===== config.mk =====
export PLATFORM = sky130hd
export DESIGN_NAME = sndr_queue
export DESIGN_NICKNAME = d
export VERILOG_FILES = /design/src/design/scatter_nd_reduce_engine_unit_assert.svh /design/src/design/sndr_pkg.sv /design/src/design/sndr_queue.sv
export SDC_FILE = /design/constraint.sdc
export NUM_CORES = 1
export LEC_CHECK = 0
export ABC_AREA = 1
export BUFFER_PORTS_ARGS = -buffer_cell sky130_fd_sc_hd__buf_2
export CORE_ASPECT_RATIO = 1.1
export CORE_MARGIN = 3
export CORE_UTILIZATION = 45
export CTS_CLUSTER_DIAMETER = 150
export DETAILED_ROUTE_END_ITERATION = 12
export PLACE_DENSITY_LB_ADDON = 0.15
export SLEW_MARGIN = 20
export SYNTH_ARGS = -nofsm -noshare
export SYNTH_HDL_FRONTEND = slang
export SYNTH_SLANG_ARGS = --single-unit
export TNS_END_PERCENT = 30

===== constraint.sdc =====
create_clock -name clock -period 4.8 [get_ports clock]
set_clock_uncertainty 0.1 [all_clocks]
set_input_delay 0.96 -clock clock [delete_from_list [all_inputs] [get_ports clock]]
set_output_delay 0.96 -clock clock [all_outputs]
set_load 0.005 [all_outputs]

===== src/design/scatter_nd_reduce_engine_unit_assert.svh =====
// assertion macros for the scatter-nd reduce engine
// no dependencies; included by modules that check their own logic
`ifndef SCATTER_ND_REDUCE_ENGINE_UNIT_ASSERT_SVH
`define SCATTER_ND_REDUCE_ENGINE_UNIT_ASSERT_SVH

`define SNDR_ASSERT(lbl, clk, rst, prop, msg) \
   lbl: assert property (@(posedge clk) disable iff (rst) prop) else $error(msg);

`define SNDR_NEVER(lbl, clk, rst, cond, msg) \
   lbl: assert property (@(posedge clk) disable iff (rst) !(cond)) else $error(msg);

`endif


===== src/design/sndr_pkg.sv =====
// shared types, codes and helpers of the scatter-nd reduce engine
// no dependencies
package sndr_pkg;

   localparam int MEM_DEPTH = 4096;
   localparam int ADDR_W    = $clog2(MEM_DEPTH);
   localparam int MAX_RANK  = 4;
   localparam int STEP_W    = $clog2(MAX_RANK);
   localparam int DIM_W     = 13;
   localparam int WORD_W    = 64;
   localparam int CSR_W     = 13;

   localparam logic [2:0] RED_NONE = 3'd0;
   localparam logic [2:0] RED_ADD  = 3'd1;
   localparam logic [2:0] RED_MUL  = 3'd2;
   localparam logic [2:0] RED_MAX  = 3'd3;
   localparam logic [2:0] RED_MIN  = 3'd4;

   localparam logic [2:0] CSR_RANK   = 3'd0;
   localparam logic [2:0] CSR_DIM0   = 3'd1;
   localparam logic [2:0] CSR_DIM1   = 3'd2;
   localparam logic [2:0] CSR_DIM2   = 3'd3;
   localparam logic [2:0] CSR_DIM3   = 3'd4;
   localparam logic [2:0] CSR_IDXLEN = 3'd5;
   localparam logic [2:0] CSR_MODE   = 3'd6;
   localparam logic [2:0] CSR_ETYPE  = 3'd7;

   typedef enum logic [1:0] {
      CMD_LOAD    = 2'd0,
      CMD_SCATTER = 2'd1,
      CMD_READ    = 2'd2,
      CMD_BAD     = 2'd3
   } cmd_type;

   typedef enum logic [1:0] {
      ET_INT8  = 2'd0,
      ET_UINT8 = 2'd1,
      ET_INT32 = 2'd2,
      ET_INT64 = 2'd3
   } etype_type;

   typedef enum logic [1:0] {
      OP_LOAD    = 2'd0,
      OP_SCATTER = 2'd1,
      OP_READ    = 2'd2,
      OP_FLAG    = 2'd3
   } op_kind_type;

   typedef enum logic [1:0] {
      F_IDLE,
      F_STEP,
      F_PUSH
   } front_state_type;

   typedef enum logic [1:0] {
      B_IDLE,
      B_FETCH,
      B_MUL1,
      B_MUL2
   } back_state_type;

   typedef struct packed {
      logic [2:0]                      rank;
      logic [MAX_RANK-1:0][DIM_W-1:0]  dim_size;
      logic [2:0]                      index_len;
      logic [2:0]                      mode;
      etype_type                       etype;
   } cfg_type;

   typedef struct packed {
      op_kind_type        kind;
      logic [ADDR_W-1:0]  addr;
      logic [WORD_W-1:0]  value;
   } op_type;

   function automatic logic [WORD_W-1:0] norm(input logic [WORD_W-1:0] x,
                                              input etype_type et);
      logic [WORD_W-1:0] r;
      case (et)
         ET_INT8:  r = {{(WORD_W-8){x[7]}}, x[7:0]};
         ET_UINT8: r = {{(WORD_W-8){1'b0}}, x[7:0]};
         ET_INT32: r = {{(WORD_W-32){x[31]}}, x[31:0]};
         default:  r = x;
      endcase
      return r;
   endfunction

endpackage


===== src/design/sndr_queue.sv =====
// two-entry queue of classified operations between front and back
// depends on sndr_pkg
module sndr_queue (
   input  logic             clock,
   input  logic             reset,
   input  logic             push,
   input  sndr_pkg::op_type push_op,
   output logic             full,
   input  logic             pop,
   output sndr_pkg::op_type head,
   output logic             empty
);

   sndr_pkg::op_type entry_ff [2];
   logic       wr_ptr_ff, rd_ptr_ff;
   logic [1:0] count_ff, count_in;
   logic       do_push, do_pop;

   always_comb begin
      full     = (count_ff == 2'd2);
      empty    = (count_ff == 2'd0);
      do_push  = push && !full;
      do_pop   = pop && !empty;
      head     = entry_ff[rd_ptr_ff];
      count_in = count_ff + {1'b0, do_push} - {1'b0, do_pop};
   end

   always_ff @(posedge clock) begin
      if (reset) begin
         wr_ptr_ff <= 1'b0;
         rd_ptr_ff <= 1'b0;
         count_ff  <= 2'd0;
      end else begin
         count_ff <= count_in;
         if (do_push) begin
            wr_ptr_ff <= !wr_ptr_ff;
         end
         if (do_pop) begin
            rd_ptr_ff <= !rd_ptr_ff;
         end
      end
   end

   always_ff @(posedge clock) begin
      if (do_push) begin
         entry_ff[wr_ptr_ff] <= push_op;
      end
   end

endmodule


==> metrics.csv <==
stage,metric,value,unit
clocking,clock_latency,0.42,ns
logic_synthesis,synth_nets,366,
placed_design,dp_worst_setup_slack,1.89,ns
setup_path,startpoint_type,flop,
cells_and_area,syn2layout_area_growth,26.7,%
grt,antenna_found_initial,0,
timing,setup_viol,0,
clocking,postCtsSetupRepairBufs,0,
detailed_routing,vias_per_cell,4.89,
logic_synthesis,yosysSeqAreaShare,80.3,%
clocking,cts_tree,yes,
job,cap_violations,0,
grt,grt_overflow_total,0,
logic_synthesis,synthTopCellsByCount,"edfxtp_1 (156), mux2_2 (58), mux2_4 (20)",
clocking,postCtsResizedCells,0,
setup_path,crit_type,flop to output pin,
logic_synthesis,synth-edff-count,156,
logic_synthesis,yosys-top-cells-area,"edfxtp_1 (79%), mux2_2 (11%), mux2_4 (5.0%)",
min_path,hp-class,flop to flop,
placed_design,io_buffers,161,
clocking,h-tree-depth,4,
floorplan,die_h,127,um
power_and_ir_drop,power,4.02,mW
logic_synthesis,avgSynthCellArea,21.1,um2
floorplan,core-area,12800,um2
logic_synthesis,ys_ff_latch,161,
logic_synthesis,synth_ff_type,edfxtp_1,
power_and_ir_drop,worst_ir_drop_vdd,0.280,mV
timing,fin_ws,1.62,ns
clocking,clk_pin_slew,0.06,ns
cells_and_area,drive_gt1_share,58.8,%
timing,relSlewSlack,36.4,%
detailed_routing,dr.pass1.iters,5,
grt,grt_max_degree,56,
power_and_ir_drop,p_leak,2.92,nW
timing,max_freq,314,MHz
logic_synthesis,yosys.area.top_type_share,78.6,%
timing,slew_viol_final,0,
cells_and_area,num_antenna_cells,0,
timing,hold_viol_final,0,
grt,grt_pass1_wl,15900,um
floorplan,rows,43,
timing,min_period_over_period,66.3,%
clocking,clock_sinks,161,
clocking,cts_buffers,17,
placed_design,numPlacedInstances,596,
clocking,cts_hold_buffers,0,
logic_synthesis,yosysUniqueCellTypes,12,
logic_synthesis,ys_warn_count,0,
timing,tns,0,ns
timing,hold_ws,0.408,ns
timing,worst_pin_slew,0.955,ns
power_and_ir_drop,p_per_area,532,nW/um2
floorplan,io_pins,162,
clocking,cts-root-to-sink-buffers,2,
detailed_routing,routed_wl,10500,um
floorplan,start_util,46.5,%
placed_design,dpl.hpwl,6860,um
cells_and_area,fin_cells,628,
setup_path,end_kind,output pin,
setup_path,path_max_fanout,37,
timing,finalCriticalPeriod,3.18,ns
detailed_routing,route.vias.total,3068,
clocking,clk_root_buffer_cell,clkbuf_16,
floorplan,chipWidth,116,um
detailed_routing,avgRoutedWirePerCell,16.8,um
placed_design,place_congestion,0.720,
logic_synthesis,synth.most_common_cell,edfxtp_1,
logic_synthesis,syn_area,5960,um2
cells_and_area,num-nets-final,542,
logic_synthesis,syn_inst,282,
grt,grt_pass1_vias,3204,
setup_path,worstPathRequired,3.74,ns
detailed_routing,drc,0,
timing,rsz0062_at_grt,no,
detailed_routing,drt_iter0_drc,209,
detailed_routing,detail-route-antenna-nets,0,
grt,grtUsageTotal,14.8,%
logic_synthesis,async_flop_share,0,%
setup_path,worstPathArrival,2.12,ns
logic_synthesis,yosys.area.top_type,edfxtp_1,
floorplan,die_area,14700,um2
run_status,outcome,completed,
[power by group]
part | internal, mW | total (mW) | switching, mW
logic | 0.427 | 0.806 | 0.379
clock network | 0.839 | 1.34 | 0.501
registers | 1.79 | 1.87 | 0.0845
total | 3.05 | 4.02 | 0.965
[final cells by class]
class | instances | area (um2)
fill | 1005 | 5250
multi-input combinational | 102 | 1070
inverter | 10 | 38.8
clock inverter | 11 | 138
clock buffer | 21 | 460
sequential | 161 | 4790
tap | 157 | 196
timing repair buffer | 166 | 856
[cell families after synthesis]
| kind of cell | Yosys count | synth area share, % |
|---|---|---|
| adder cells (fa/ha/maj) | 2 | 0.420 |
| multiplexers | 78 | 16.0 |
| flip-flops | 161 | 80.3 |
| AND/OR/NAND/NOR | 20 | 1.32 |
| buffers and inverters | 19 | 1.81 |
| AO/OA/AOI/OAI | 2 | 0.168 |
[final timing paths]
path | endpoint | slack (ns) | depth (start not counted) | startpoint
max reg2reg | entry_ff[1][56] | 2.54 | 5 | count_ff[0]
max | head[14] | 1.62 | 3 | flop
min | flop | 0.41 | 2 | rd_ptr_ff
min reg2reg | flop | 0.41 | 2 | rd_ptr_ff
[cells in the final DEF (no fill, tap or decap), types with 4 or more instances in the layout]
master / Yosys / routed
buf_2: 5 / 161
dfxtp_1: 5 / 4
nand2_1: 8 / 8
clkinv_2: 0 / 6
nor2_1: 9 / 8
edfxtp_1: 156 / 156
mux2_2: 58 / 58
clkbuf_16: 0 / 17
inv_1: 10 / 9
buf_4: 0 / 4
mux2_4: 20 / 20
[metal layers]
metal	GRT usage, %	up-vias	share of wire, %
li1	-	1440	-
met1	16.7	1510	40
met2	24.4	105	51
met3	6.82	13	7.5
met4	5.94	0	1.2
met5	0	-	0
[critical path: stages (launching register included)]
cell,delay [ns]
dfxtp_4,0.69
buf_4,0.47
mux2_2,0.40
buf_2,0.13
[flip-flops by register name (all words and copies together), names as in the netlist, named ones only]
register   cells
count_ff       2
entry_ff     156
rd_ptr_ff      1
wr_ptr_ff      1
[metrics by stage]
stage	instance area, um2	utilization (%)
3_5_place_dp	6950	54.3
6_report	7550	59.0
5_1_grt	7550	59.0
3_3_place_gp	6950	54.3
2_1_floorplan	5960	-
4_1_cts	7550	59.0
(Power assumes the default switching activity.)
