`src/design/scatter_nd_reduce_engine_unit_assert.svh`:
```
// assertion macros for the scatter-nd reduce engine
// no dependencies; included by modules that check their own logic
`ifndef SCATTER_ND_REDUCE_ENGINE_UNIT_ASSERT_SVH
`define SCATTER_ND_REDUCE_ENGINE_UNIT_ASSERT_SVH

`define SNDR_ASSERT(lbl, clk, rst, prop, msg) \
   lbl: assert property (@(posedge clk) disable iff (rst) prop) else $error(msg);

`define SNDR_NEVER(lbl, clk, rst, cond, msg) \
   lbl: assert property (@(posedge clk) disable iff (rst) !(cond)) else $error(msg);

`endif

```
`src/design/sndr_pkg.sv`:
```
// shared types, codes and helpers of the scatter-nd reduce engine
// no dependencies
package sndr_pkg;

   localparam int MEM_DEPTH = 4096;
   localparam int ADDR_W    = $clog2(MEM_DEPTH);
   localparam int MAX_RANK  = 4;
   localparam int STEP_W    = $clog2(MAX_RANK);
   localparam int DIM_W     = 13;
   localparam int WORD_W    = 64;
   localparam int CSR_W     = 13;

   localparam logic [2:0] RED_NONE = 3'd0;
   localparam logic [2:0] RED_ADD  = 3'd1;
   localparam logic [2:0] RED_MUL  = 3'd2;
   localparam logic [2:0] RED_MAX  = 3'd3;
   localparam logic [2:0] RED_MIN  = 3'd4;

   localparam logic [2:0] CSR_RANK   = 3'd0;
   localparam logic [2:0] CSR_DIM0   = 3'd1;
   localparam logic [2:0] CSR_DIM1   = 3'd2;
   localparam logic [2:0] CSR_DIM2   = 3'd3;
   localparam logic [2:0] CSR_DIM3   = 3'd4;
   localparam logic [2:0] CSR_IDXLEN = 3'd5;
   localparam logic [2:0] CSR_MODE   = 3'd6;
   localparam logic [2:0] CSR_ETYPE  = 3'd7;

   typedef enum logic [1:0] {
      CMD_LOAD    = 2'd0,
      CMD_SCATTER = 2'd1,
      CMD_READ    = 2'd2,
      CMD_BAD     = 2'd3
   } cmd_type;

   typedef enum logic [1:0] {
      ET_INT8  = 2'd0,
      ET_UINT8 = 2'd1,
      ET_INT32 = 2'd2,
      ET_INT64 = 2'd3
   } etype_type;

   typedef enum logic [1:0] {
      OP_LOAD    = 2'd0,
      OP_SCATTER = 2'd1,
      OP_READ    = 2'd2,
      OP_FLAG    = 2'd3
   } op_kind_type;

   typedef enum logic [1:0] {
      F_IDLE,
      F_STEP,
      F_PUSH
   } front_state_type;

   typedef enum logic [1:0] {
      B_IDLE,
      B_FETCH,
      B_MUL1,
      B_MUL2
   } back_state_type;

   typedef struct packed {
      logic [2:0]                      rank;
      logic [MAX_RANK-1:0][DIM_W-1:0]  dim_size;
      logic [2:0]                      index_len;
      logic [2:0]                      mode;
      etype_type                       etype;
   } cfg_type;

   typedef struct packed {
      op_kind_type        kind;
      logic [ADDR_W-1:0]  addr;
      logic [WORD_W-1:0]  value;
   } op_type;

   function automatic logic [WORD_W-1:0] norm(input logic [WORD_W-1:0] x,
                                              input etype_type et);
      logic [WORD_W-1:0] r;
      case (et)
         ET_INT8:  r = {{(WORD_W-8){x[7]}}, x[7:0]};
         ET_UINT8: r = {{(WORD_W-8){1'b0}}, x[7:0]};
         ET_INT32: r = {{(WORD_W-32){x[31]}}, x[31:0]};
         default:  r = x;
      endcase
      return r;
   endfunction

endpackage

```
`src/design/sndr_req_if.sv`:
```
// request channel of the scatter-nd reduce engine
// depends on sndr_pkg
interface sndr_req_if;
   logic                               valid;
   logic                               ready;
   logic [1:0]                         cmd;
   logic [sndr_pkg::ADDR_W-1:0]        linear_addr;
   logic signed [sndr_pkg::DIM_W-1:0]  index_0;
   logic signed [sndr_pkg::DIM_W-1:0]  index_1;
   logic signed [sndr_pkg::DIM_W-1:0]  index_2;
   logic signed [sndr_pkg::DIM_W-1:0]  index_3;
   logic [11:0]                        slice_pos;
   logic signed [sndr_pkg::WORD_W-1:0] item_value;

   modport source (output valid, cmd, linear_addr, index_0, index_1, index_2, index_3,
                   slice_pos, item_value, input ready);
   modport sink (input valid, cmd, linear_addr, index_0, index_1, index_2, index_3,
                 slice_pos, item_value, output ready);
endinterface

```
`src/design/sndr_front.sv`:
```
// front end: accepts request beats, checks indices and builds the element address
// depends on sndr_pkg and sndr_req_if
module sndr_front (
   input  logic              clock,
   input  logic              reset,
   input  sndr_pkg::cfg_type cfg,
   sndr_req_if.sink          req_chan,
   output logic              push,
   output sndr_pkg::op_type  push_op,
   input  logic              full
);

   sndr_pkg::front_state_type state_ff, state_in;
   logic [sndr_pkg::MAX_RANK-1:0][sndr_pkg::DIM_W-1:0] idx_ff;
   logic [11:0]                     pos_ff;
   logic [sndr_pkg::STEP_W-1:0]     step_ff;
   logic [11:0]                     acc_ff, acc_in;
   logic                            ovf_ff, ovf_in;
   logic                            bad_ff, bad_in;
   logic [sndr_pkg::DIM_W-1:0]      slice_ff, slice_in;
   logic                            big_ff, big_in;
   logic                            zero_ff, zero_in;
   sndr_pkg::op_type                op_ff;

   logic [2:0]                  eff_rank;
   logic                        cfg_ok;
   logic                        accept;
   logic                        in_idx;
   logic                        last;
   logic [sndr_pkg::DIM_W-1:0]  d;
   logic signed [13:0]          v14, vw;
   logic                        comp_bad;
   logic [25:0]                 sum;
   logic [25:0]                 sprod;
   logic [12:0]                 fin_addr;
   logic                        flagged;

   always_comb begin
      if (cfg.rank == 3'd0) begin
         eff_rank = 3'd1;
      end else if (cfg.rank > 3'(sndr_pkg::MAX_RANK)) begin
         eff_rank = 3'(sndr_pkg::MAX_RANK);
      end else begin
         eff_rank = cfg.rank;
      end
      cfg_ok = (cfg.index_len != 3'd0) && (cfg.index_len <= eff_rank) &&
               (cfg.mode <= sndr_pkg::RED_MIN);
   end

   always_comb begin
      d        = cfg.dim_size[step_ff];
      in_idx   = {1'b0, step_ff} < cfg.index_len;
      last     = {1'b0, step_ff} == (eff_rank - 3'd1);
      v14      = {idx_ff[step_ff][sndr_pkg::DIM_W-1], idx_ff[step_ff]};
      vw       = v14[13] ? (v14 + $signed({1'b0, d})) : v14;
      comp_bad = vw[13] || (vw >= $signed({1'b0, d}));
      sum      = ({14'd0, acc_ff} * {13'd0, d}) + (in_idx ? {13'd0, vw[12:0]} : 26'd0);
      sprod    = {13'd0, slice_ff} * {13'd0, d};
      acc_in   = sum[11:0];
      ovf_in   = ovf_ff | (|sum[25:12]);
      bad_in   = bad_ff | (in_idx & comp_bad);
      slice_in = in_idx ? slice_ff : sprod[12:0];
      big_in   = big_ff | (!in_idx & (|sprod[25:12]));
      zero_in  = zero_ff | (!in_idx & (d == '0));
      fin_addr = {1'b0, acc_in} + {1'b0, pos_ff};
      flagged  = bad_in || ovf_in || zero_in || (!big_in && ({1'b0, pos_ff} >= slice_in)) ||
                 fin_addr[12];
   end

   always_comb begin
      state_in = state_ff;
      case (state_ff)
         sndr_pkg::F_IDLE: begin
            if (accept) begin
               if ((req_chan.cmd == sndr_pkg::CMD_SCATTER) && cfg_ok) begin
                  state_in = sndr_pkg::F_STEP;
               end else begin
                  state_in = sndr_pkg::F_PUSH;
               end
            end
         end
         sndr_pkg::F_STEP: begin
            if (last) begin
               state_in = sndr_pkg::F_PUSH;
            end
         end
         sndr_pkg::F_PUSH: begin
            if (!full) begin
               state_in = sndr_pkg::F_IDLE;
            end
         end
         default: state_in = sndr_pkg::F_IDLE;
      endcase
   end

   always_comb begin
      req_chan.ready = (state_ff == sndr_pkg::F_IDLE);
      push           = (state_ff == sndr_pkg::F_PUSH);
      push_op        = op_ff;
   end

   assign accept = req_chan.valid && req_chan.ready;

   always_ff @(posedge clock) begin
      if (reset) begin
         state_ff <= sndr_pkg::F_IDLE;
      end else begin
         state_ff <= state_in;
      end
   end

   always_ff @(posedge clock) begin
      if (accept) begin
         idx_ff        <= {req_chan.index_3, req_chan.index_2, req_chan.index_1,
                           req_chan.index_0};
         pos_ff        <= req_chan.slice_pos;
         step_ff       <= '0;
         acc_ff        <= '0;
         ovf_ff        <= 1'b0;
         bad_ff        <= 1'b0;
         slice_ff      <= sndr_pkg::DIM_W'(1);
         big_ff        <= 1'b0;
         zero_ff       <= 1'b0;
         op_ff.addr    <= req_chan.linear_addr;
         op_ff.value   <= req_chan.item_value;
         case (req_chan.cmd)
            sndr_pkg::CMD_LOAD:    op_ff.kind <= sndr_pkg::OP_LOAD;
            sndr_pkg::CMD_READ:    op_ff.kind <= sndr_pkg::OP_READ;
            sndr_pkg::CMD_SCATTER: op_ff.kind <= cfg_ok ? sndr_pkg::OP_SCATTER
                                                        : sndr_pkg::OP_FLAG;
            default:               op_ff.kind <= sndr_pkg::OP_FLAG;
         endcase
      end else if (state_ff == sndr_pkg::F_STEP) begin
         step_ff  <= step_ff + 1'b1;
         acc_ff   <= acc_in;
         ovf_ff   <= ovf_in;
         bad_ff   <= bad_in;
         slice_ff <= slice_in;
         big_ff   <= big_in;
         zero_ff  <= zero_in;
         if (last) begin
            op_ff.addr <= fin_addr[11:0];
            op_ff.kind <= flagged ? sndr_pkg::OP_FLAG : sndr_pkg::OP_SCATTER;
         end
      end
   end

endmodule

```
`src/flat_wrapper.sv`:
```
// flat-port wrapper written by rule: the top's interface ports become plain ports
module sndr_front_flat 
  (clock, reset, cfg, push, push_op, full, req_chan_valid, req_chan_cmd, req_chan_linear_addr, req_chan_index_0, req_chan_index_1, req_chan_index_2, req_chan_index_3, req_chan_slice_pos, req_chan_item_value, req_chan_ready);
  sndr_req_if req_chan_i ();
  input  logic clock;
  input  logic reset;
  input  sndr_pkg::cfg_type cfg;
  output logic push;
  output sndr_pkg::op_type push_op;
  input  logic full;
  input wire logic [$bits(req_chan_i.valid)-1:0] req_chan_valid;
  input wire logic [$bits(req_chan_i.cmd)-1:0] req_chan_cmd;
  input wire logic [$bits(req_chan_i.linear_addr)-1:0] req_chan_linear_addr;
  input wire logic [$bits(req_chan_i.index_0)-1:0] req_chan_index_0;
  input wire logic [$bits(req_chan_i.index_1)-1:0] req_chan_index_1;
  input wire logic [$bits(req_chan_i.index_2)-1:0] req_chan_index_2;
  input wire logic [$bits(req_chan_i.index_3)-1:0] req_chan_index_3;
  input wire logic [$bits(req_chan_i.slice_pos)-1:0] req_chan_slice_pos;
  input wire logic [$bits(req_chan_i.item_value)-1:0] req_chan_item_value;
  output wire logic [$bits(req_chan_i.ready)-1:0] req_chan_ready;
  assign req_chan_i.valid = req_chan_valid;
  assign req_chan_i.cmd = req_chan_cmd;
  assign req_chan_i.linear_addr = req_chan_linear_addr;
  assign req_chan_i.index_0 = req_chan_index_0;
  assign req_chan_i.index_1 = req_chan_index_1;
  assign req_chan_i.index_2 = req_chan_index_2;
  assign req_chan_i.index_3 = req_chan_index_3;
  assign req_chan_i.slice_pos = req_chan_slice_pos;
  assign req_chan_i.item_value = req_chan_item_value;
  assign req_chan_ready = req_chan_i.ready;
  sndr_front u_core (.clock(clock), .reset(reset), .cfg(cfg), .req_chan(req_chan_i), .push(push), .push_op(push_op), .full(full));
endmodule
```
`config.mk`:
```
export PLATFORM = sky130hd
export DESIGN_NAME = sndr_front_flat
export DESIGN_NICKNAME = d
export VERILOG_FILES = /design/src/design/scatter_nd_reduce_engine_unit_assert.svh /design/src/design/sndr_pkg.sv /design/src/design/sndr_req_if.sv /design/src/design/sndr_front.sv /design/src/flat_wrapper.sv
export SDC_FILE = /design/constraint.sdc
export NUM_CORES = 1
export LEC_CHECK = 0
export BUFFER_PORTS_ARGS = -buffer_cell sky130_fd_sc_hd__buf_4
export CAP_MARGIN = 20
export CELL_PAD_IN_SITES_DETAIL_PLACEMENT = 1
export CELL_PAD_IN_SITES_GLOBAL_PLACEMENT = 1
export CORE_ASPECT_RATIO = 1.4
export CORE_MARGIN = 10
export CORE_UTILIZATION = 40
export DETAILED_ROUTE_END_ITERATION = 10
export PLACE_DENSITY = 0.7
export REMOVE_ABC_BUFFERS = 1
export SETUP_SLACK_MARGIN = 0.3
export SYNTH_ARGS = -nofsm -noshare
export SYNTH_HDL_FRONTEND = slang
export SYNTH_SLANG_ARGS = --single-unit
```
`constraint.sdc`:
```
create_clock -name clock -period 20.4 [get_ports clock]
set_input_delay 2.04 -clock clock [delete_from_list [all_inputs] [get_ports clock]]
set_output_delay 2.04 -clock clock [all_outputs]
set_load 0.02 [all_outputs]
```
==> results by group, run 1 <==
Placement
  – Weighted congestion at the end of routability-driven global placement: 0.857
  – DPL Wire Length: 48400 µm
  – Post-Place Cell Area: 0.0228 mm²
  – Port buffer count: 286

Clock tree
  – Hold buffers post-CTS: 0
  – CTS tree: done
  – Number of clock sinks: approximately 180
  – Htree depth: 4
  – Buffer cell driving the clock tree root: sky130_fd_sc_hd__clkbuf_16
  – Insertion delay to the later sink of the worst-skew pair: ~0.46 ns
  – CTS-repair resized insts: 0
  – Clk pin slew, worst setup/hold paths: ~0.07 ns
  – Clk buf depth: 2
  – Number of buffers added by the clock tree synthesis step: 17
  – Postcts setup bufs: 0

Synth
  – Average instance area after synthesis: ~10 µm²
  – Number of warning messages in the yosys log: 0
  – Main synth FF type: sky130_fd_sc_hd__edfxtp_1
  – Count of flip-flops with a built-in enable after synthesis: roughly 140
  – Cell count after synthesis: just over 2000
  – FF+latch count, synth: roughly 180
  – Number of distinct library cell variants in the gate-level netlist after synthesis: between 70 and 80
  – Cell Area, Synth: 0.0201 mm²
  – Async S/R FF share, synth: 0
  – Fraction of the yosys area taken by sequential cells: 0.245

STA
  – Fraction of the cycle the final worst path needs: 0.494
  – FMAX: around 0.099 GHz
  – Setup Total Neg Slack: 0 ns
  – Unrepaired setup endpoints after global routing: false
  – Actual slew at the worst max-slew pin: around 1.0 ns
  – Final-report setup violation count: 0
  – Clock skew: around 0.012 ns
  – Final Slew Violations: 0
  – Worst-case headroom to the max-slew limit: 0.299
  – Tmin final: a little over 10 ns
  – Endpoints failing hold: 0

Die
  – Core Box Area: about 0.05 mm²
  – Die outline height: between 200 and 300 µm
  – Standard-cell row count: between 90 and 100
  – Full die area: about 0.060 mm²
  – IO Count: about 290
  – Starting density of the core: 0.403
  – Die X-Extent: about 210 µm

Layout
  – Area Growth Syn to Fin: 16.7%
  – Nets: between 2000 and 3000
  – Number of inserted diodes: 0
  – Final std cell area, no fill: 0.0234 mm²
  – Fraction of final layout cells sized beyond drive strength 1: 0.169

GRT
  – Maximum number of pins on one net before global-route repair: 87
  – Global-route wire length before repair: 97100 µm
  – Global-route usage over all layers: 0.205
  – Antenna violations before repair: 0
  – Via count of the first global-routing pass: around 18000
  – Remaining Overflow, GRT: 0

Drt
  – Pre-antenna DRT Iters: 5
  – Starting DRT DRC Count: roughly 560
  – Vias per cell: about 5.3
  – DRC Markers: 0
  – Number of vias in the routed layout: roughly 15000
  – Final Routed Wirelength: around 61000 µm
  – Per-cell routed wire length: 20.9 µm
  – Number of nets with antenna violations after detailed routing: 0

Status
  – Result of the run: finished, final reports clean

Critical path
  – Worst endpoint data arrival time: between 10 and 15 ns
  – Setup Crit Path Kind: in2reg
  – Maximum fanout along the worst path: 28
  – Category of the worst setup path launch point: input pin
  – Required time at the worst-slack endpoint: between 20 and 25 ns
  – Element type at the critical path end: flop

Run
  – Maximum Capacitance Violations: 0

Min path
  – Worst hold path type: reg2reg
## worst max-delay path, cell delays in order
cell and delay [ns]:
sky130_fd_sc_hd__buf_4 0.11, sky130_fd_sc_hd__mux4_2 0.79, sky130_fd_sc_hd__ha_1 0.48, sky130_fd_sc_hd__and3_1 0.21, sky130_fd_sc_hd__a221o_1 0.37, sky130_fd_sc_hd__o21ai_0 0.42, sky130_fd_sc_hd__o21bai_1 0.18, sky130_fd_sc_hd__a21oi_1 0.18
sky130_fd_sc_hd__o21ba_2 0.15, sky130_fd_sc_hd__xnor2_1 0.11, sky130_fd_sc_hd__mux2_2 0.21, sky130_fd_sc_hd__nand2_1 0.14, sky130_fd_sc_hd__fa_1 0.55, sky130_fd_sc_hd__fa_1 0.52, sky130_fd_sc_hd__fa_1 0.46, sky130_fd_sc_hd__fa_1 0.53
sky130_fd_sc_hd__inv_1 0.05, sky130_fd_sc_hd__ha_1 0.38, sky130_fd_sc_hd__or2_1 0.28, sky130_fd_sc_hd__a221oi_1 0.70, sky130_fd_sc_hd__a21o_1 0.16, sky130_fd_sc_hd__o21ai_1 0.11, sky130_fd_sc_hd__a2111o_1 0.40, sky130_fd_sc_hd__o311a_1 0.16
sky130_fd_sc_hd__nor4b_4 0.36, sky130_fd_sc_hd__a41oi_1 0.17
## worst paths after layout
path                             startpoint                      endpoint  slack (ns)  depth (start not counted)
max                                 cfg[51]  u_core.push_op[77]$_DFFE_PP_       10.32                         26
max reg2reg  u_core.step_ff[0]$_SDFFE_PP0P_  u_core.push_op[77]$_DFFE_PP_       11.24                         26
min reg2reg      u_core.big_ff$_SDFFE_PP0P_    u_core.big_ff$_SDFFE_PP0P_        0.45                          2
min              u_core.big_ff$_SDFFE_PP0P_    u_core.big_ff$_SDFFE_PP0P_        0.45                          2
## synthesized netlist by cell type (all sizes together) (16+ instances only)
library cell,instances,share of area
a211oi,19,0.0071
a21o,24,0.0090
a21oi,88,0.022
and2,242,0.075
buf,19,0.0044
clkbuf,70,0.013
dfxtp,33,0.033
edfxtp,142,0.21
fa,246,0.25
ha,198,0.12
inv,350,0.065
mux4,26,0.029
nand2,181,0.034
nand2b,19,0.0059
nand3,16,0.0040
nor2,77,0.014
o21ai,44,0.011
xnor2,25,0.011
xor2,19,0.0083
## cell type report
cell class	instances	area, µm²
clock buffers	17	425
clock inverters	15	193
fillers	5602	26400
inverters	351	1320
multi-input cells	1406	13500
flip-flops and latches	175	4930
well taps	643	805
repair buffers	298	2270
## kinds of logic after synthesis
group,share of synthesized area
and+or+nand+nor,0.161
adders and majority gates,0.369
buffers and inverters,0.0831
AOI/OAI and AO/OA,0.0834
DFF,0.245
muxes,0.0393
xor gates and xnor gates,0.0192
## registers in the layout (all words and copies together) (netlist names)
signal           flops
u_core.push_op      78
u_core.idx_ff       52
u_core.slice_ff     13
u_core.acc_ff       12
u_core.pos_ff       12
u_core.state_ff      2
u_core.step_ff       2
u_core.bad_ff        1
u_core.big_ff        1
u_core.ovf_ff        1
u_core.zero_ff       1
## placed cells by master (no fill, tap or decap), types with 5 or more instances in the layout
master	n
sky130_fd_sc_hd__nand4_1	10
sky130_fd_sc_hd__nor3b_1	7
sky130_fd_sc_hd__o211ai_1	10
sky130_fd_sc_hd__mux4_2	26
sky130_fd_sc_hd__a21oi_1	88
sky130_fd_sc_hd__o21ai_1	5
sky130_fd_sc_hd__mux2_2	10
sky130_fd_sc_hd__nand2_1	181
sky130_fd_sc_hd__buf_4	296
sky130_fd_sc_hd__and2_1	242
sky130_fd_sc_hd__nand2b_1	19
sky130_fd_sc_hd__o21ai_0	38
sky130_fd_sc_hd__nor2_1	77
sky130_fd_sc_hd__a211oi_1	19
sky130_fd_sc_hd__xor2_1	19
sky130_fd_sc_hd__nor3_1	14
sky130_fd_sc_hd__o21bai_1	9
sky130_fd_sc_hd__or3_1	5
sky130_fd_sc_hd__nor2b_1	10
sky130_fd_sc_hd__o21a_1	11
sky130_fd_sc_hd__edfxtp_1	142
sky130_fd_sc_hd__xnor2_1	25
sky130_fd_sc_hd__fa_1	246
sky130_fd_sc_hd__a31oi_1	7
sky130_fd_sc_hd__and3_1	6
sky130_fd_sc_hd__mux2i_1	9
sky130_fd_sc_hd__inv_1	349
sky130_fd_sc_hd__a21o_1	24
sky130_fd_sc_hd__nand3_1	16
sky130_fd_sc_hd__ha_1	198
sky130_fd_sc_hd__nor4_1	6
sky130_fd_sc_hd__dfxtp_1	32
sky130_fd_sc_hd__clkbuf_16	17
## metrics by stage
step           setup slack, ns  std cells  utilization  hold slack, ns
5_1_grt                   9.80       2905        0.470           0.473
4_1_cts                  10.36       2903        0.469           0.457
3_5_place_dp              9.91       2871        0.457           0.446
6_report                 10.32       2905        0.470           0.450
2_1_floorplan            11.14       1932            -           0.421
3_3_place_gp              9.98       2871        0.457           0.431
## layer usage
metal / track usage / share of wire / up-vias
li1: - / - / 7046
met1: 0.218 / 0.38 / 7872
met2: 0.394 / 0.55 / 290
met3: 0.0452 / 0.047 / 69
met4: 0.0559 / 0.021 / 0
met5: 0 / 0 / -
Power of run 1 is left out: the tool's default activity adds up to more than one toggle a clock period on the data nets, which glitch-free logic cannot reach.
==> inputs of run 2 (changes only) <==
Settings changed: ABC_AREA set to 1, PLACE_DENSITY 0.7 to 0.76.
Clock period 20.4 ns to 8.2 ns, I/O delays scaled along.
==> run 2 against run 1 <==
Compared with the run above:
- critical path depth rose by 14
- area after synthesis grew 2.0%
- critical endpoint unchanged
- die area increased by 1.9%
- wire length increased by 11%
- non-clock buffer count grew 24
- final area grew 2.6%
- highest routed layer unchanged
==> results by group, run 2 <==
Min path
  – Beginning of the worst hold path: u_core.big_ff$_SDFFE_PP0P_
  – Worst hold path type: reg2reg
  – Worst hold path stage count: 2 (unchanged)
  – Worst Hold Endpoint: u_core.big_ff$_SDFFE_PP0P_

Synth
  – Main synth FF type: sky130_fd_sc_hd__edfxtp_1
  – Cell type contributing the most total cell area after synthesis: sky130_fd_sc_hd__fa_1
  – Cell Area, Synth: 0.0205 mm² (+2.0%)
  – Number of distinct library cell variants in the gate-level netlist after synthesis: 47 (-36%)
  – Number of warning messages in the yosys log: 0 (unchanged)
  – FF+latch count, synth: 175 (unchanged)
  – Largest cells by area after synthesis: sky130_fd_sc_hd__fa_1 24%, sky130_fd_sc_hd__edfxtp_1 21%, sky130_fd_sc_hd__ha_1 12%, sky130_fd_sc_hd__nand2_1 9.7%, sky130_fd_sc_hd__inv_1 9.4%
  – Fraction of the yosys area taken by sequential cells: 0.240 (-0.00493)
  – Leading post-synthesis cells by instance count: 528 x sky130_fd_sc_hd__nand2_1, 512 x sky130_fd_sc_hd__inv_1, 345 x sky130_fd_sc_hd__nor2_1
  – Cell count after synthesis: 2533 (+25%)
  – Async S/R FF share, synth: 0 (unchanged)
  – Count of flip-flops with a built-in enable after synthesis: 142 (unchanged)
  – Average instance area after synthesis: 8.09 µm² (-19%)
  – Fraction of post-synthesis cell area in the top cell type by area: 0.240 (-0.00493)
  – Leading cell type by number of instances after synthesis: sky130_fd_sc_hd__nand2_1

Critical path
  – Slowest cell on the critical path: sky130_fd_sc_hd__fa_1
  – Launching point of the worst reg2reg path: u_core.step_ff[0]$_SDFFE_PP0P_
  – Timing startpoint of the critical path: u_core.step_ff[0]$_SDFFE_PP0P_
  – Category of the worst setup path launch point: flop
  – Internal reg-to-reg setup slack: 0.77 ns (-10.47 ns)
  – WP buf/inv: 6 (+4)
  – Critical Path Max Stage Delay: 0.57 ns (-0.22 ns)
  – Worst reg2reg endpoint: u_core.push_op[77]$_DFFE_PP_
  – Element type at the critical path end: flop
  – Setup Crit Path Kind: reg2reg
  – Kind of cell adding the most delay to the critical path: adder cells
  – Number of cells on the worst reg-to-reg path: 40 (+54%)
  – Maximum fanout along the worst path: 13 (-54%)
  – Library cell appearing most often on the critical path: sky130_fd_sc_hd__nand2_1
  – Worst endpoint data arrival time: 7.62 ns (-2.63 ns)
  – Required time at the worst-slack endpoint: 8.39 ns (-12.18 ns)

GRT
  – Maximum number of pins on one net before global-route repair: 81 (-6.9%)
  – Antenna violations before repair: 3 (+3)
  – Global-route wire length before repair: 109000 µm (+12%)
  – Via count of the first global-routing pass: 20500 (+16%)
  – Remaining Overflow, GRT: 0 (unchanged)
  – Global-route usage over all layers: 0.228 (+0.0231)

Layout
  – Final std cell area, no fill: 0.0240 mm² (+2.6%)
  – Area Growth Syn to Fin: 17.3%
  – Number of flip-flops in the largest register: 78 (unchanged)
  – Fill cell total of the finished layout: 6141 (+9.6%)
  – Most used cells in the layout excluding fill and tap cells: 525 x sky130_fd_sc_hd__nand2_1, 511 x sky130_fd_sc_hd__inv_1, 343 x sky130_fd_sc_hd__nor2_1
  – Nets: 3449 (+19%)
  – Fraction of final layout cells sized beyond drive strength 1: 0.151 (-0.0175)
  – Layout Utilization: 0.473 (+0.00262)
  – Most common cell after layout, fill and taps aside: sky130_fd_sc_hd__nand2_1

Die
  – Starting density of the core: 0.403 (about the same)
  – Full die area: 0.0608 mm² (+1.9%)
  – Die X-Extent: 211 µm (+0.92%)
  – Standard-cell row count: 98 (+1.0%)
  – Die outline height: 288 µm (+0.95%)
  – IO Count: 289 (unchanged)
  – Core Box Area: 0.0509 mm² (+2.0%)

Drt
  – Number of nets with antenna violations after detailed routing: 0 (unchanged)
  – Final Routed Wirelength: 67700 µm (+11%)
  – Per-cell routed wire length: 19.6 µm (-6.6%)
  – Starting DRT DRC Count: 753 (+35%)
  – DRC Markers: 0 (unchanged)
  – Pre-antenna DRT Iters: 5 (unchanged)
  – Vias per cell: 5.16 (-1.8%)
  – Number of vias in the routed layout: 17900 (+17%)

Placement
  – DPL Wire Length: 56700 µm (+17%)
  – Post-Place Cell Area: 0.0234 mm² (+2.8%)
  – Port buffer count: 286 (unchanged)
  – Weighted congestion at the end of routability-driven global placement: 0.912 (+6.4%)

Clock tree
  – Clk buf depth: 2 (unchanged)
  – Number of clock sinks: 175 (unchanged)
  – Postcts setup bufs: 0 (unchanged)
  – CTS tree: done
  – Htree depth: 4 (unchanged)
  – Insertion delay to the later sink of the worst-skew pair: 0.44 ns (-0.02 ns)
  – Number of buffers added by the clock tree synthesis step: 17 (unchanged)
  – Clk pin slew, worst setup/hold paths: 0.07 ns (about the same)
  – Buffer cell driving the clock tree root: sky130_fd_sc_hd__clkbuf_16
  – Hold buffers post-CTS: 0 (unchanged)

STA
  – FMAX: approximately 0.13 GHz
  – Fraction of the cycle the final worst path needs: 0.907
  – Final Slew Violations: 0 (unchanged)
  – Clock skew: 0.00972 ns (-0.00221 ns)
  – Final-report setup violation count: 0 (unchanged)
  – Actual slew at the worst max-slew pin: 1.04 ns (-0.00812 ns)
  – Worst-case headroom to the max-slew limit: 0.307 (+0.00711)
  – Tmin final: 7.43 ns
  – Unrepaired setup endpoints after global routing: false
  – Endpoints failing hold: 0 (unchanged)
  – Final hold slack: 0.470 ns (+0.0207 ns)

Run
  – Maximum Capacitance Violations: 0 (unchanged)

Status
  – Result of the run: finished, final reports clean
[run 2: cell count changes after synthesis, moves of 26 or more]
cell,previous run,this run
sky130_fd_sc_hd__nand3_1,16,88
sky130_fd_sc_hd__nor2_1,77,345
sky130_fd_sc_hd__o21ai_0,39,81
sky130_fd_sc_hd__inv_1,350,512
sky130_fd_sc_hd__nand2_1,181,528
sky130_fd_sc_hd__and2_1,242,8
sky130_fd_sc_hd__clkbuf_1,69,43
sky130_fd_sc_hd__mux4_2,26,0
[run 2: repair_timing]
item | 4_1_cts | 5_1_grt
cloned | 0 | 0
resized for setup | 2 | 27
endpoints found under the hold margin | 0 | 0
pin swaps | 0 | 1
setup endpoints to repair | 1 | 5
[run 2: worst reg2reg max path, delay by kind of cell, from the launching register on]
family / cells / cell delay, ns
XOR/XNOR: 2 / 0.37
buffers and inverters: 6 / 0.65
adder cells (fa/ha/maj): 8 / 3.41
AO/OA/AOI/OAI: 4 / 0.44
AND/OR/NAND/NOR: 20 / 1.92
flip-flops: 1 / 0.39
[run 2: cells by family (layout without fill, tap and decap cells)]
group	after synthesis	after routing	share of synthesized area
xor gates and xnor gates	33	33	0.0141
DFF	175	175	0.240
buffers and inverters	603	878	0.114
muxes	1	1	0.000488
adders and majority gates	444	444	0.361
other	0	3	0
and+or+nand+nor	1061	1061	0.212
AOI/OAI and AO/OA	216	216	0.0581
[run 2: worst max-delay path by stage]
stage,endpoint,slack [ns],cells after the start
after floorplan,u_core.push_op[64]$_DFFE_PP_,-3.95,4
after CTS,u_core.push_op[77]$_DFFE_PP_,0.34,39
after global placement,u_core.push_op[77]$_DFFE_PP_,0.19,39
final,u_core.push_op[77]$_DFFE_PP_,0.77,40
after global routing,u_core.push_op[77]$_DFFE_PP_,0.29,40
after detailed placement,u_core.push_op[77]$_DFFE_PP_,0.10,39
[run 2: layout make-up]
cell class	count	area (µm²)	share of cell area
multi-input combinational	1755	13300	0.554
sequential	175	4930	0.205
timing repair buffer	322	2450	0.102
inverter	525	1980	0.0823
tap	650	813	0.0338
clock buffer	17	425	0.0177
clock inverter	14	128	0.00531
antenna	3	7.51	0.000312
[run 2: metrics by stage]
step | worst slack (ns) | setup TNS [ns] | cells
after floorplan | -3.95 | -150.85 | 2455
after global routing | 0.288 | 0 | 3461
after detailed placement | 0.100 | 0 | 3427
final | 0.766 | 0 | 3461
after CTS | 0.337 | 0 | 3458
after global placement | 0.190 | 0 | 3427
[run 2: routing by layer]
metal  vias to the layer above  track usage  wire length (µm)
met3                       137       0.0323              2770
met5                         -            0                 0
met4                         0       0.0967              2820
met2                       398        0.447             37800
met1                      8992        0.234             24300
li1                       8341            -                 -
Power of run 2 is left out for the same reason.
==> inputs of run 3 (changes only) <==
Settings changed: MAX_ROUTING_LAYER set to met4.
==> run 3 against run 2 <==
Compared with the run above:
- sequential share of layout area shrank 0.056 points
- critical path type unchanged
- register-to-register slack lost 0.12 ns
- wire length decreased by 0.83%
- sequential cell count did not move
- count of clock-buffer cells in the layout did not move
- largest cell class unchanged
==> results by group, run 3 (synthesized netlist as in run 2, its figures left out) <==
Drt
  – Number of nets with antenna violations after detailed routing: 0 (unchanged)
  – Starting DRT DRC Count: 759 (+0.80%)
  – DRC Markers: 0 (unchanged)
  – Number of vias in the routed layout: 17800 (-0.12%)
  – Per-cell routed wire length: 19.4 µm (-0.97%)
  – Vias per cell: 5.15 (-0.26%)
  – Pre-antenna DRT Iters: 5 (unchanged)
  – Final Routed Wirelength: 67100 µm (-0.83%)

STA
  – Final Slew Violations: 0 (unchanged)
  – FMAX: 0.132 GHz (-1.6%)
  – Unrepaired setup endpoints after global routing: false
  – Clock skew: 0.00734 ns (-0.00238 ns)
  – Final-report setup violation count: 0 (unchanged)
  – Fraction of the cycle the final worst path needs: 0.922 (+0.0151)
  – Final hold slack: 0.470 ns (+0.000148 ns)
  – Endpoints failing hold: 0 (unchanged)
  – Worst-case headroom to the max-slew limit: 0.296 (-0.0103)
  – Setup Total Neg Slack: 0 ns (unchanged)
  – Tmin final: 7.56 ns (+0.124 ns)
  – Actual slew at the worst max-slew pin: 1.06 ns (+0.0155 ns)

Placement
  – Port buffer count: 286 (unchanged)
  – DPL Wire Length: 55900 µm (-1.4%)
  – Post-Place Cell Area: 0.0234 mm² (about the same)
  – Weighted congestion at the end of routability-driven global placement: 0.928 (+1.8%)

Layout
  – Fraction of final layout cells sized beyond drive strength 1: 0.152 (+0.00104)
  – Combined flip-flop and latch cell area: 0.00493 mm² (about the same)
  – Area Growth Syn to Fin: 17.7%
  – Nets: 3456 (+0.20%)
  – Most common cell after layout, fill and taps aside: sky130_fd_sc_hd__nand2_1
  – Number of flip-flops in the largest register: 78 (unchanged)
  – Multi-input combinational cell area: 0.0133 mm² (about the same)
  – Most used cells in the layout excluding fill and tap cells: 526 x sky130_fd_sc_hd__nand2_1, 512 x sky130_fd_sc_hd__inv_1, 344 x sky130_fd_sc_hd__nor2_1
  – Fill cell total of the finished layout: 6157 (+0.26%)
  – Final std cell area, no fill: 0.0241 mm² (+0.32%)

Critical path
  – Required time at the worst-slack endpoint: 8.41 ns (+0.02 ns)
  – Worst reg2reg endpoint: u_core.push_op[77]$_DFFE_PP_
  – Category of the worst setup path launch point: flop
  – Critical Path Max Stage Delay: 0.59 ns (+0.02 ns)
  – Launching point of the worst reg2reg path: u_core.step_ff[0]$_SDFFE_PP0P_
  – Setup Crit Path Kind: reg2reg
  – Timing startpoint of the critical path: u_core.step_ff[0]$_SDFFE_PP0P_
  – Internal reg-to-reg setup slack: 0.64 ns (-0.12 ns)
  – Maximum fanout along the worst path: 25 (+12)
  – Worst endpoint data arrival time: 7.77 ns (+0.15 ns)
  – Element type at the critical path end: flop
  – Number of cells on the worst reg-to-reg path: 38 (-5.0%)
  – Library cell appearing most often on the critical path: sky130_fd_sc_hd__nand2_1
  – Slowest cell on the critical path: sky130_fd_sc_hd__fa_1

GRT
  – Maximum number of pins on one net before global-route repair: 81 (unchanged)
  – Global-route usage over all layers: 0.233 (+0.00482)
  – Remaining Overflow, GRT: 0 (unchanged)
  – Via count of the first global-routing pass: 20400 (-0.45%)
  – Antenna violations before repair: 1 (-2)
  – Global-route wire length before repair: 108000 µm (-0.81%)

Clock tree
  – Buffer cell driving the clock tree root: sky130_fd_sc_hd__clkbuf_16
  – Clk pin slew, worst setup/hold paths: 0.07 ns (about the same)
  – Number of clock sinks: 175 (unchanged)
  – CTS tree: done
  – Clk buf depth: 2 (unchanged)
  – Hold buffers post-CTS: 0 (unchanged)
  – Number of buffers added by the clock tree synthesis step: 17 (unchanged)
  – Htree depth: 4 (unchanged)
  – Insertion delay to the later sink of the worst-skew pair: 0.45 ns (about the same)

Die
  – Die outline height: 288 µm (unchanged)
  – Die X-Extent: 211 µm (unchanged)
  – Starting density of the core: 0.403 (unchanged)
  – Full die area: 0.0608 mm² (unchanged)
  – Standard-cell row count: 98 (unchanged)
  – IO Count: 289 (unchanged)
  – Core Box Area: 0.0509 mm² (unchanged)

Min path
  – Beginning of the worst hold path: u_core.big_ff$_SDFFE_PP0P_
  – Worst hold path type: reg2reg
  – Worst Hold Endpoint: u_core.big_ff$_SDFFE_PP0P_
  – Worst hold path stage count: 2 (unchanged)

Run
  – Maximum Capacitance Violations: 0 (unchanged)

Status
  – Result of the run: finished, final reports clean
## run 3: changes by cell type in the layout (fill, tap and decap cells not counted), moves of 2 or more
cell                       delta
sky130_fd_sc_hd__buf_12       -2
sky130_fd_sc_hd__buf_4        +6
sky130_fd_sc_hd__buf_6        +2
sky130_fd_sc_hd__clkinv_2     -2
sky130_fd_sc_hd__diode_2      -2
sky130_fd_sc_hd__inv_6        -5
sky130_fd_sc_hd__inv_8        +7
sky130_fd_sc_hd__o21ai_1      +2
sky130_fd_sc_hd__o22ai_1      -3
sky130_fd_sc_hd__o22ai_2      +3
## run 3: routing by layer
metal,GRT usage,share of wire,wire (µm)
met2,0.442,0.56,37400
met4,0.0917,0.039,2610
met1,0.235,0.36,24400
met3,0.0318,0.040,2690
met5,-,0,0
## run 3: layout make-up
cell class,count,share of cell area
Antenna cell,1,0.000104
Clock buffer,17,0.0176
Clock inverter,14,0.00674
Inverter,525,0.0820
Multi-Input combinational cell,1755,0.552
Sequential cell,175,0.204
Tap cell,650,0.0337
Timing Repair Buffer,329,0.103
## run 3: what timing repair did
item | in CTS | in global routing
resized for setup | 8 | 25
endpoints found under the setup margin | 1 | 3
pin swaps | 0 | 2
buffers inserted | 0 | 4
## run 3: how the worst max path moves through the flow
stage / to / slack (ns) / depth (start not counted)
after floorplan: u_core.push_op[64]$_DFFE_PP_ / -3.95 / 4
after global routing: u_core.push_op[77]$_DFFE_PP_ / 0.15 / 38
after global placement: u_core.push_op[77]$_DFFE_PP_ / 0.15 / 39
final: u_core.push_op[77]$_DFFE_PP_ / 0.64 / 38
after detailed placement: u_core.push_op[77]$_DFFE_PP_ / 0.04 / 39
after CTS: u_core.push_op[77]$_DFFE_PP_ / 0.37 / 38
## run 3: stage by stage
| stage | std cells | worst slack, ns | util |
|---|---|---|---|
| 2_1_floorplan | 2455 | -3.95 | - |
| 3_3_place_gp | 3430 | 0.151 | 0.460 |
| 3_5_place_dp | 3430 | 0.0424 | 0.460 |
| 4_1_cts | 3461 | 0.372 | 0.472 |
| 5_1_grt | 3466 | 0.151 | 0.474 |
| 6_report | 3466 | 0.642 | 0.474 |
## run 3: critical path, delay by kind of cell, from the launching register on
family | cells | cell delay (ns)
AO/OA/AOI/OAI | 6 | 0.90
XOR/XNOR | 2 | 0.35
adder cells (fa/ha/maj) | 7 | 3.20
buffers and inverters | 6 | 0.66
flip-flops | 1 | 0.40
AND/OR/NAND/NOR | 17 | 1.82
Power of run 3 is left out for the same reason.
